File: config.mk
export PLATFORM = sky130hd
export DESIGN_NAME = lfu_cache_table_unit_flat
export DESIGN_NICKNAME = d
export VERILOG_FILES = /design/src/rtl/lfu_pkg.sv /design/src/rtl/lfu_if.sv /design/src/rtl/lfu_cache_table_unit.sv /design/src/rtl/lfu_cell.sv /design/src/flat_wrapper.sv
export VERILOG_INCLUDE_DIRS = /design/src /design/src/rtl
export SDC_FILE = /design/constraint.sdc
export NUM_CORES = 2
export LEC_CHECK = 0
export BUFFER_PORTS_ARGS = -buffer_cell sky130_fd_sc_hd__buf_2
export CORE_MARGIN = 5
export CORE_UTILIZATION = 47
export DETAILED_ROUTE_END_ITERATION = 12
export MAX_ROUTING_LAYER = met4
export PLACE_DENSITY = 0.71
export SETUP_SLACK_MARGIN = 0.3
export SYNTH_ARGS = -nofsm -noshare
export SYNTH_HDL_FRONTEND = slang
export SYNTH_SLANG_ARGS = --single-unit
File: constraint.sdc
create_clock -name clk -period 19.2 [get_ports clk]
set_input_delay 1.92 -clock clk [delete_from_list [all_inputs] [get_ports clk]]
set_output_delay 1.92 -clock clk [all_outputs]
set_load 0.01 [all_outputs]
File: src/rtl/lfu_cache_table_unit_defines.svh
// Assertion macros for the LFU cache table unit.
// Used by the top level; depends on nothing else.
`ifndef LFU_CACHE_TABLE_UNIT_DEFINES_SVH
`define LFU_CACHE_TABLE_UNIT_DEFINES_SVH
`ifndef NO_ASSERTIONS
`define LFU_ASSERT(label, prop) \
    label: assert property (@(posedge clk) disable iff (!rst_n) prop) \
        else $error("lfu_cache_table_unit: check failed");
`define LFU_ASSERT_RST(label, prop) \
    label: assert property (@(posedge clk) prop) \
        else $error("lfu_cache_table_unit: check failed");
`else
`define LFU_ASSERT(label, prop)
`define LFU_ASSERT_RST(label, prop)
`endif
`endif

File: src/rtl/lfu_pkg.sv
// Shared types and constants of the LFU cache table unit.
// No dependencies.
package lfu_pkg;

    localparam int DEF_ENTRIES  = 16;
    localparam int DEF_KEY_BITS = 32;
    localparam int DATA_W       = 32;
    localparam int KEY_IN_W     = 32;
    localparam int COUNT_W      = 32;
    localparam int CAP_W        = 5;

    localparam logic [CAP_W-1:0]   CAP_RESET  = 5'd16;
    localparam logic [DATA_W-1:0]  MISS_VALUE = 32'hFFFF_FFFF;
    localparam logic [COUNT_W-1:0] COUNT_MAX  = 32'hFFFF_FFFF;
    localparam logic [COUNT_W-1:0] COUNT_ONE  = 32'd1;

    localparam logic ACT_GET = 1'b0;
    localparam logic ACT_PUT = 1'b1;

    typedef enum logic {
        ST_IDLE,
        ST_SCAN
    } lfu_state_t;

    typedef enum logic [1:0] {
        OP_BUMP_GET,
        OP_BUMP_PUT,
        OP_INSERT
    } cell_op_t;

    typedef struct packed {
        logic     commit;
        cell_op_t op;
        logic     rank_all;
    } cell_cmd_t;

endpackage

File: src/rtl/lfu_if.sv
// Handshake channels of the LFU cache table unit: request, response, config.
// Depends on lfu_pkg.
interface lfu_req_if;
    logic                              valid;
    logic                              ready;
    logic                              action;
    logic signed [lfu_pkg::KEY_IN_W-1:0] lookup_key;
    logic signed [lfu_pkg::DATA_W-1:0]   write_value;
    modport source (output valid, action, lookup_key, write_value, input ready);
    modport sink (input valid, action, lookup_key, write_value, output ready);
endinterface

interface lfu_rsp_if;
    logic                              valid;
    logic                              ready;
    logic                              hit;
    logic signed [lfu_pkg::DATA_W-1:0]   read_value;
    logic                              evicted;
    logic signed [lfu_pkg::KEY_IN_W-1:0] evicted_key;
    modport source (output valid, hit, read_value, evicted, evicted_key, input ready);
    modport sink (input valid, hit, read_value, evicted, evicted_key, output ready);
endinterface

interface lfu_cfg_if;
    logic                       valid;
    logic                       ready;
    logic [lfu_pkg::CAP_W-1:0]  cache_capacity;
    modport source (output valid, cache_capacity, input ready);
    modport sink (input valid, cache_capacity, output ready);
endinterface

File: src/rtl/lfu_cache_table_unit.sv
// Top level of the LFU cache table unit: sequencer, config and the row of cells.
// Depends on lfu_pkg, lfu_if.sv, lfu_cell and lfu_cache_table_unit_defines.svh.
//
// Usage:
//   req  : one transfer per operation (action 0 = get, 1 = put, key, value).
//   rsp  : one transfer per request: hit, read value, evicted flag and key.
//   cfg  : writes cache_capacity; always ready, write only while idle.
// Sequencing:
//   A request is taken when the unit is idle. Hits, misses on get and puts
//   into a free slot commit in the cycle after the transfer unless the
//   response register is still full; no new request is taken before the
//   last one commits. A put that must evict waits for the victim to travel
//   the cell chain (lowest use count, oldest among equals), then commits.
//   The response shows on rsp the cycle after commit.
// Reset:
//   The table is empty and capacity is 16; no clearing pass is needed.
// Stall:
//   The next request may be taken while a response waits; its commit holds
//   until the response register is free.
`include "lfu_cache_table_unit_defines.svh"
module lfu_cache_table_unit #(
    parameter int ENTRIES  = lfu_pkg::DEF_ENTRIES,
    parameter int KEY_BITS = lfu_pkg::DEF_KEY_BITS
) (
    input  logic  clk,
    input  logic  rst_n,
    lfu_req_if.sink   req,
    lfu_rsp_if.source rsp,
    lfu_cfg_if.sink   cfg
);

    localparam int IDX_W  = (ENTRIES > 1) ? $clog2(ENTRIES) : 1;
    localparam int FILL_W = $clog2(ENTRIES + 1);
    localparam int CMP_W  = (FILL_W > lfu_pkg::CAP_W) ? FILL_W : lfu_pkg::CAP_W;
    localparam int DW     = lfu_pkg::DATA_W;
    localparam int CW     = lfu_pkg::COUNT_W;

    lfu_pkg::lfu_state_t state_reg, state_next;

    logic [lfu_pkg::CAP_W-1:0] cap_reg;
    logic [FILL_W-1:0]         fill_reg;
    logic [FILL_W-1:0]         cnt_reg, cnt_next;
    logic                      act_reg;
    logic [KEY_BITS-1:0]       key_reg;
    logic [DW-1:0]             val_reg;

    logic                      out_v_reg;
    logic                      out_hit_reg;
    logic [DW-1:0]             out_val_reg;
    logic                      out_ev_reg;
    logic [lfu_pkg::KEY_IN_W-1:0] out_evkey_reg;

    logic                      accept;
    logic                      commit;
    logic                      out_free;
    lfu_pkg::cell_cmd_t        cmd;

    logic [ENTRIES-1:0]        match_vec;
    logic [ENTRIES-1:0]        valid_vec;
    logic [ENTRIES-1:0]        sel_vec;
    logic [ENTRIES-1:0]        free_oh;
    logic [ENTRIES-1:0]        victim_oh;
    logic [DW-1:0]             value_arr [ENTRIES];
    logic [IDX_W-1:0]          rank_arr  [ENTRIES];

    logic                      cv    [ENTRIES+1];
    logic [CW-1:0]             ccnt  [ENTRIES+1];
    logic [IDX_W-1:0]          crank [ENTRIES+1];
    logic [IDX_W-1:0]          cidx  [ENTRIES+1];
    logic [KEY_BITS-1:0]       ckey  [ENTRIES+1];

    logic                      present;
    logic [DW-1:0]             found_val;
    logic [IDX_W-1:0]          found_rank;
    logic [IDX_W-1:0]          thr_rank;
    logic [CMP_W-1:0]          cap_eff;
    logic                      cap_zero;
    logic                      need_victim;
    logic                      do_update;
    logic                      insert_free;

    // configuration
    assign cfg.ready = 1'b1;

    always_ff @(posedge clk or negedge rst_n)
    begin
        if (!rst_n)
        begin
            cap_reg <= lfu_pkg::CAP_RESET;
        end
        else if (cfg.valid)
        begin
            cap_reg <= cfg.cache_capacity;
        end
    end

    // row of cells and victim chain
    assign cv[0]    = 1'b0;
    assign ccnt[0]  = '0;
    assign crank[0] = '0;
    assign cidx[0]  = '0;
    assign ckey[0]  = '0;

    for (genvar i = 0; i < ENTRIES; i++)
    begin : g_cell
        lfu_cell #(
            .KEY_BITS (KEY_BITS),
            .IDX_W    (IDX_W),
            .INDEX    (i)
        ) u_cell (
            .clk        (clk),
            .rst_n      (rst_n),
            .cmd        (cmd),
            .sel        (sel_vec[i]),
            .thr_rank   (thr_rank),
            .req_key    (key_reg),
            .req_value  (val_reg),
            .match      (match_vec[i]),
            .valid      (valid_vec[i]),
            .value      (value_arr[i]),
            .rank       (rank_arr[i]),
            .prev_v     (cv[i]),
            .prev_count (ccnt[i]),
            .prev_rank  (crank[i]),
            .prev_idx   (cidx[i]),
            .prev_key   (ckey[i]),
            .cand_v     (cv[i+1]),
            .cand_count (ccnt[i+1]),
            .cand_rank  (crank[i+1]),
            .cand_idx   (cidx[i+1]),
            .cand_key   (ckey[i+1])
        );
        assign victim_oh[i] = (cidx[ENTRIES] == IDX_W'(i));
    end

    // keys are unique among valid entries, so an OR of the masked fields selects
    always_comb
    begin
        found_val  = '0;
        found_rank = '0;
        for (int j = 0; j < ENTRIES; j++)
        begin
            found_val  = found_val  | (value_arr[j] & {DW{match_vec[j]}});
            found_rank = found_rank | (rank_arr[j]  & {IDX_W{match_vec[j]}});
        end
    end

    assign present  = |match_vec;
    assign free_oh  = ~valid_vec & (valid_vec + 1'b1);
    assign cap_eff  = (CMP_W'(cap_reg) > CMP_W'(ENTRIES)) ? CMP_W'(ENTRIES)
                                                          : CMP_W'(cap_reg);
    assign cap_zero = (cap_reg == '0);

    assign need_victim = (act_reg == lfu_pkg::ACT_PUT) && !present && !cap_zero &&
                         (CMP_W'(fill_reg) >= cap_eff);
    assign insert_free = (act_reg == lfu_pkg::ACT_PUT) && !present && !cap_zero &&
                         !need_victim;
    assign do_update   = (act_reg == lfu_pkg::ACT_GET) ? present : !cap_zero;

    assign sel_vec  = present ? match_vec : (need_victim ? victim_oh : free_oh);
    assign thr_rank = present ? found_rank : crank[ENTRIES];

    // sequencer
    assign out_free = !out_v_reg || rsp.ready;

    always_comb
    begin
        state_next = state_reg;
        unique case (state_reg)
            lfu_pkg::ST_IDLE:
            begin
                if (req.valid)
                begin
                    state_next = lfu_pkg::ST_SCAN;
                end
            end
            lfu_pkg::ST_SCAN:
            begin
                if (out_free && (!need_victim || cnt_reg == '0))
                begin
                    state_next = lfu_pkg::ST_IDLE;
                end
            end
            default:
            begin
                state_next = lfu_pkg::ST_IDLE;
            end
        endcase
    end

    always_comb
    begin
        req.ready    = 1'b0;
        commit       = 1'b0;
        cnt_next     = cnt_reg;
        cmd.commit   = 1'b0;
        cmd.rank_all = !present && !need_victim;
        cmd.op       = lfu_pkg::OP_INSERT;
        if (present)
        begin
            cmd.op = (act_reg == lfu_pkg::ACT_GET) ? lfu_pkg::OP_BUMP_GET
                                                   : lfu_pkg::OP_BUMP_PUT;
        end
        unique case (state_reg)
            lfu_pkg::ST_IDLE:
            begin
                req.ready = 1'b1;
                cnt_next  = FILL_W'(ENTRIES);
            end
            lfu_pkg::ST_SCAN:
            begin
                commit = out_free && (!need_victim || cnt_reg == '0);
                cmd.commit = commit && do_update;
                if (cnt_reg != '0)
                begin
                    cnt_next = cnt_reg - 1'b1;
                end
            end
            default:
            begin
                req.ready = 1'b0;
            end
        endcase
    end

    assign accept = req.valid && req.ready;

    always_ff @(posedge clk or negedge rst_n)
    begin
        if (!rst_n)
        begin
            state_reg <= lfu_pkg::ST_IDLE;
            cnt_reg   <= '0;
            fill_reg  <= '0;
            out_v_reg <= 1'b0;
        end
        else
        begin
            state_reg <= state_next;
            cnt_reg   <= cnt_next;
            if (commit && insert_free)
            begin
                fill_reg <= fill_reg + 1'b1;
            end
            if (commit)
            begin
                out_v_reg <= 1'b1;
            end
            else if (rsp.ready)
            begin
                out_v_reg <= 1'b0;
            end
        end
    end

    // hold the request payload for the scan
    always_ff @(posedge clk)
    begin
        if (accept)
        begin
            act_reg <= req.action;
            key_reg <= KEY_BITS'({{KEY_BITS{1'b0}}, req.lookup_key});
            val_reg <= req.write_value;
        end
    end

    always_ff @(posedge clk)
    begin
        if (commit)
        begin
            out_hit_reg   <= present;
            out_ev_reg    <= need_victim;
            out_evkey_reg <= need_victim
                           ? lfu_pkg::KEY_IN_W'({{lfu_pkg::KEY_IN_W{1'b0}}, ckey[ENTRIES]})
                           : '0;
            if (act_reg == lfu_pkg::ACT_GET)
            begin
                out_val_reg <= present ? found_val : lfu_pkg::MISS_VALUE;
            end
            else
            begin
                out_val_reg <= '0;
            end
        end
    end

    assign rsp.valid       = out_v_reg;
    assign rsp.hit         = out_hit_reg;
    assign rsp.read_value  = out_val_reg;
    assign rsp.evicted     = out_ev_reg;
    assign rsp.evicted_key = out_evkey_reg;

    `LFU_ASSERT(a_fill_bound, (fill_reg <= FILL_W'(ENTRIES)))
    `LFU_ASSERT(a_sel_onehot, (cmd.commit |-> $onehot(sel_vec)))
    `LFU_ASSERT(a_rsp_from_commit, ($rose(out_v_reg) |-> $past(commit)))
    `LFU_ASSERT(a_accept_scan, (accept |=> state_reg == lfu_pkg::ST_SCAN))
    `LFU_ASSERT_RST(a_idle_in_reset, (!rst_n |=> state_reg == lfu_pkg::ST_IDLE))

endmodule

File: src/rtl/lfu_cell.sv
// One table entry of the LFU cache with its stage of the victim-search chain.
// Depends on lfu_pkg.
module lfu_cell #(
    parameter int KEY_BITS = lfu_pkg::DEF_KEY_BITS,
    parameter int IDX_W    = 4,
    parameter int INDEX    = 0
) (
    input  logic                        clk,
    input  logic                        rst_n,
    input  lfu_pkg::cell_cmd_t          cmd,
    input  logic                        sel,
    input  logic [IDX_W-1:0]            thr_rank,
    input  logic [KEY_BITS-1:0]         req_key,
    input  logic [lfu_pkg::DATA_W-1:0]  req_value,
    output logic                        match,
    output logic                        valid,
    output logic [lfu_pkg::DATA_W-1:0]  value,
    output logic [IDX_W-1:0]            rank,
    input  logic                        prev_v,
    input  logic [lfu_pkg::COUNT_W-1:0] prev_count,
    input  logic [IDX_W-1:0]            prev_rank,
    input  logic [IDX_W-1:0]            prev_idx,
    input  logic [KEY_BITS-1:0]         prev_key,
    output logic                        cand_v,
    output logic [lfu_pkg::COUNT_W-1:0] cand_count,
    output logic [IDX_W-1:0]            cand_rank,
    output logic [IDX_W-1:0]            cand_idx,
    output logic [KEY_BITS-1:0]         cand_key
);

    logic                        valid_reg;
    logic [KEY_BITS-1:0]         key_reg;
    logic [lfu_pkg::DATA_W-1:0]  value_reg;
    logic [lfu_pkg::COUNT_W-1:0] count_reg;
    logic [IDX_W-1:0]            rank_reg;
    logic [lfu_pkg::COUNT_W-1:0] count_inc;
    logic                        own_better;

    logic                        cand_v_reg;
    logic [lfu_pkg::COUNT_W-1:0] cand_count_reg;
    logic [IDX_W-1:0]            cand_rank_reg;
    logic [IDX_W-1:0]            cand_idx_reg;
    logic [KEY_BITS-1:0]         cand_key_reg;

    assign match = valid_reg && (key_reg == req_key);
    assign valid = valid_reg;
    assign value = value_reg;
    assign rank  = rank_reg;
    assign count_inc = (count_reg == lfu_pkg::COUNT_MAX) ? count_reg
                                                         : count_reg + 1'b1;

    always_ff @(posedge clk or negedge rst_n)
    begin
        if (!rst_n)
        begin
            valid_reg <= 1'b0;
        end
        else if (cmd.commit && sel && cmd.op == lfu_pkg::OP_INSERT)
        begin
            valid_reg <= 1'b1;
        end
    end

    always_ff @(posedge clk)
    begin
        if (cmd.commit)
        begin
            if (sel)
            begin
                rank_reg <= '0;
                unique case (cmd.op)
                    lfu_pkg::OP_BUMP_GET:
                    begin
                        count_reg <= count_inc;
                    end
                    lfu_pkg::OP_BUMP_PUT:
                    begin
                        count_reg <= count_inc;
                        value_reg <= req_value;
                    end
                    lfu_pkg::OP_INSERT:
                    begin
                        count_reg <= lfu_pkg::COUNT_ONE;
                        value_reg <= req_value;
                        key_reg   <= req_key;
                    end
                    default:
                    begin
                        count_reg <= count_reg;
                    end
                endcase
            end
            else if (valid_reg && (cmd.rank_all || rank_reg < thr_rank))
            begin
                rank_reg <= rank_reg + 1'b1;
            end
        end
    end

    // lower count wins, older entry among equal counts
    assign own_better = valid_reg && (!prev_v || count_reg < prev_count ||
                        (count_reg == prev_count && rank_reg > prev_rank));

    always_ff @(posedge clk or negedge rst_n)
    begin
        if (!rst_n)
        begin
            cand_v_reg <= 1'b0;
        end
        else
        begin
            cand_v_reg <= prev_v || valid_reg;
        end
    end

    always_ff @(posedge clk)
    begin
        if (own_better)
        begin
            cand_count_reg <= count_reg;
            cand_rank_reg  <= rank_reg;
            cand_idx_reg   <= IDX_W'(INDEX);
            cand_key_reg   <= key_reg;
        end
        else
        begin
            cand_count_reg <= prev_count;
            cand_rank_reg  <= prev_rank;
            cand_idx_reg   <= prev_idx;
            cand_key_reg   <= prev_key;
        end
    end

    assign cand_v     = cand_v_reg;
    assign cand_count = cand_count_reg;
    assign cand_rank  = cand_rank_reg;
    assign cand_idx   = cand_idx_reg;
    assign cand_key   = cand_key_reg;

endmodule

File: src/flat_wrapper.sv
// flat-port wrapper written by rule: the top's interface ports become plain ports
module lfu_cache_table_unit_flat 
#(
    parameter int ENTRIES  = lfu_pkg::DEF_ENTRIES,
    parameter int KEY_BITS = lfu_pkg::DEF_KEY_BITS
)
  (clk, rst_n, req_valid, req_action, req_lookup_key, req_write_value, req_ready, rsp_valid, rsp_hit, rsp_read_value, rsp_evicted, rsp_evicted_key, rsp_ready, cfg_valid, cfg_cache_capacity, cfg_ready);
  lfu_req_if req_i ();
  lfu_rsp_if rsp_i ();
  lfu_cfg_if cfg_i ();
  input  logic clk;
  input  logic rst_n;
  input wire logic [$bits(req_i.valid)-1:0] req_valid;
  input wire logic [$bits(req_i.action)-1:0] req_action;
  input wire logic [$bits(req_i.lookup_key)-1:0] req_lookup_key;
  input wire logic [$bits(req_i.write_value)-1:0] req_write_value;
  output wire logic [$bits(req_i.ready)-1:0] req_ready;
  output wire logic [$bits(rsp_i.valid)-1:0] rsp_valid;
  output wire logic [$bits(rsp_i.hit)-1:0] rsp_hit;
  output wire logic [$bits(rsp_i.read_value)-1:0] rsp_read_value;
  output wire logic [$bits(rsp_i.evicted)-1:0] rsp_evicted;
  output wire logic [$bits(rsp_i.evicted_key)-1:0] rsp_evicted_key;
  input wire logic [$bits(rsp_i.ready)-1:0] rsp_ready;
  input wire logic [$bits(cfg_i.valid)-1:0] cfg_valid;
  input wire logic [$bits(cfg_i.cache_capacity)-1:0] cfg_cache_capacity;
  output wire logic [$bits(cfg_i.ready)-1:0] cfg_ready;
  assign req_i.valid = req_valid;
  assign req_i.action = req_action;
  assign req_i.lookup_key = req_lookup_key;
  assign req_i.write_value = req_write_value;
  assign req_ready = req_i.ready;
  assign rsp_valid = rsp_i.valid;
  assign rsp_hit = rsp_i.hit;
  assign rsp_read_value = rsp_i.read_value;
  assign rsp_evicted = rsp_i.evicted;
  assign rsp_evicted_key = rsp_i.evicted_key;
  assign rsp_i.ready = rsp_ready;
  assign cfg_i.valid = cfg_valid;
  assign cfg_i.cache_capacity = cfg_cache_capacity;
  assign cfg_ready = cfg_i.ready;
  lfu_cache_table_unit #(.ENTRIES(ENTRIES), .KEY_BITS(KEY_BITS)) u_core (.clk(clk), .rst_n(rst_n), .req(req_i), .rsp(rsp_i), .cfg(cfg_i));
endmodule
==> run_results.csv <==
group,metric,value,unit
status,status,"finished, final reports clean",
sta,finalClockSkew,67.34,ps
clock_network,root_buffer,"clkbuf_16",
worst_setup_path,critPathLaunchType,"register",
placed_design,port-buffer-count,142,
floorplan,rows,193,
detailed_routing,viasPerCell,6.022,
worst_setup_path,path_class,"register to register",
detailed_routing,detail-route-antenna-nets,0,
floorplan,die_w,537.2,um
sta,setup_tns,0,ps
sta,min_period,6727,ps
synthesis,syn_area_per_cell,11.67,um2
detailed_routing,drtPass1Iterations,10,
synthesis,ys_warn_count,0,
pwr,power.leakage,54.51,nW
layout,nets,11900,
sta,fmax,148.7,MHz
synthesis,ys.flop_type,"edfxtp_1",
clock_network,cts_tree,"built",
detailed_routing,dr.first_iter.drc_count,11650,
sta,period_share,0.3504,
worst_setup_path,cp-end-kind,"register",
worst_setup_path,required,19640,ps
floorplan,die_h,537.2,um
worst_setup_path,cp.arrival,7170,ps
worst_setup_path,cp_max_fo,72,
detailed_routing,wl,377900,um
floorplan,start_util,0.4724,
worst_hold_path,min_path_type,"register to register",
floorplan,coreArea,276500,um2
global_route,gr-usage-all-layers,0.2601,
clock_network,tritoncts.num_buffers,300,
clock_network,clock_path_buffers,4,
synthesis,synth_cell_types,87,
global_route,grt_antenna_before_repair,21,
detailed_routing,wl_per_cell,24.88,um
clock_network,clkTransAtPathRegs,60,ps
synthesis,ys_ff_latch,2884,
layout,drive_gt1_frac,0.1235,
clock_network,htree_levels,5,
global_route,grt_pass1_vias,88660,
clock_network,cts_hold_buf,0,
detailed_routing,drc_errors,0,
sta,maxSlewHeadroom,0.07138,
sta,maxSlewViolCount,0,
worst_setup_path,worstRegToRegCells,12,
synthesis,syn_nets,11870,
synthesis,synth_top_cell_area_share,0.3980,
worst_hold_path,worstHoldPathCells,1,
synthesis,synth_edf_count,1731,
global_route,grt_overflow,0,
global_route,grt_max_degree,188,
sta,worst_slew_pin_slew,1388,ps
sta,rsz0062_at_grt,"false",
placed_design,place.gp.congestion,0.9386,
sta,hold_viol,0,
synthesis,async_flop_share,0.01664,
global_route,grt_pass1_wl,559800,um
synthesis,synth_area,130600,um2
layout,post-route-util,0.5242,
clock_network,cts.sinks,2884,
sta,setup_viol,0,
placed_design,dp_hpwl,252900,um
clock_network,postCtsSetupBuffers,0,
synthesis,ys_top_cells_by_area,"edfxtp_1, dfxtp_1, ha_1",
floorplan,dieArea,288600,um2
job,cap_violations,0,
pwr,ir_drop,0.09082,mV
synthesis,syn_inst,11190,
detailed_routing,vias,91480,
layout,num-fill-cells,23020,
floorplan,io_pins,144,
clock_network,clk_latency,890,ps
synthesis,yosysSeqAreaShare,0.5765,
pwr,powerDensity,129.7,nW/um2
layout,syn_to_final_growth,10.96,%
clock_network,ctsResizeCount,0,
synthesis,yosysTopAreaCell,"edfxtp_1",
[synthesized netlist by cell type, types with 180 or more instances]
master	count
nor2_1	747
o22ai_1	232
and3_1	275
nand3_1	415
a22oi_1	225
dfxtp_1	1105
ha_1	601
nand2_1	759
edfxtp_1	1731
xnor2_1	630
nand4_1	490
clkbuf_1	412
inv_1	596
xor2_1	356
mux2_2	504
a21oi_1	289
o211ai_1	180
[worst max-delay path: stages, from the launching register on]
cell      delay, ps
dfrtp_2         340
buf_4           650
clkinv_1        650
nor3_1          460
and3_2         1000
nor4_2          210
and4_4          230
buf_4           200
o21ai_0         420
and2_2          240
buf_4           290
o21ai_4         380
nor2_4         1160
[worst paths after layout]
kind                                                                start                                         endpoint  slack [ps]
max                             u_core.g_cell[5].u_cell.valid$_DFFE_PN0P_     u_core.g_cell[12].u_cell.value[20]$_DFFE_PP_       12470
min                        u_core.g_cell[9].u_cell.cand_idx[3]$_SDFF_PP1_  u_core.g_cell[10].u_cell.cand_idx[3]$_SDFF_PP1_         410
max reg2reg                     u_core.g_cell[5].u_cell.valid$_DFFE_PN0P_     u_core.g_cell[12].u_cell.value[20]$_DFFE_PP_       12470
min reg2reg                u_core.g_cell[9].u_cell.cand_idx[3]$_SDFF_PP1_  u_core.g_cell[10].u_cell.cand_idx[3]$_SDFF_PP1_         410
max in group asynchronous                                           rst_n       u_core.g_cell[11].u_cell.valid$_DFFE_PN0P_       16960
min in group asynchronous                                           rst_n        u_core.g_cell[11].u_cell.cand_v$_DFF_PN0_         970
[per-layer routing]
layer / vias to the layer above / wire (um) / global-route usage
met1: 45140 / 153300 / 0.3503
met2: 4811 / 169900 / 0.3913
met3: 788 / 39600 / 0.05263
met5: - / 0 / -
li1: 40730 / - / -
met4: 0 / 15040 / 0.09529
[area by class of cell]
| cell class | instances | area [um2] | share of cell area |
|---|---|---|---|
| Sequential cell | 2884 | 75320 | 0.5196 |
| Inverter | 601 | 2258 | 0.01558 |
| Timing Repair Buffer | 305 | 1949 | 0.01345 |
| Multi-Input combinational cell | 7132 | 51170 | 0.3530 |
| Clock inverter | 121 | 993.5 | 0.006854 |
| Clock buffer | 426 | 8573 | 0.05915 |
| Antenna cell | 17 | 42.54 | 0.0002935 |
| Tap cell | 3705 | 4636 | 0.03198 |
[cells by family after synthesis]
kind of cell | count (synthesis) | share of synthesized area
muxes | 619 | 0.05326
DFF | 2884 | 0.5765
other | 1 | 0.00002871
xor gates and xnor gates | 987 | 0.06624
and+or+nand+nor | 3308 | 0.1268
adders and majority gates | 608 | 0.05816
buffers and inverters | 1173 | 0.03621
AOI/OAI and AO/OA | 1609 | 0.08278
[layout by cell type (no fill, tap or decap), types with 100 or more instances in the layout]
master     synthesis  final
a21o_1           176    176
a21oi_1          289    286
a22oi_1          225    225
and2_1           116    115
and3_1           275    261
buf_2             79    141
buf_4             27    163
clkbuf_16          0    310
dfxtp_1         1105   1105
edfxtp_1        1731   1731
ha_1             601    600
inv_1            596    596
mux2_1           100    100
mux2_2           504    504
nand2_1          759    758
nand3_1          415    415
nand4_1          490    490
nor2_1           747    719
o211ai_1         180    180
o21ai_0          146    144
o22ai_1          232    232
xnor2_1          630    630
xor2_1           356    356
[power by group]
group	leakage [nW]	switching (mW)	internal, mW	total [mW]
logic	24.3	2.70	1.82	4.52
registers	25.5	0.796	7.77	8.56
clock network	4.68	2.44	3.27	5.71
[per-stage QoR]
stage	setup WS [ps]	power, mW	hold WS (ps)	area (um2)	std cells
floorplan	11540	11.37	379.9	130600	11190
global placement	12250	12.92	397.1	135300	14630
detailed placement	12760	13.06	388.5	135300	14630
CTS	12730	18.76	409.7	144900	15170
global route	12430	19.57	430.3	144900	15190
finish	12470	18.79	411.2	144900	15190
No activity file was read; power rests on OpenSTA's default activity.
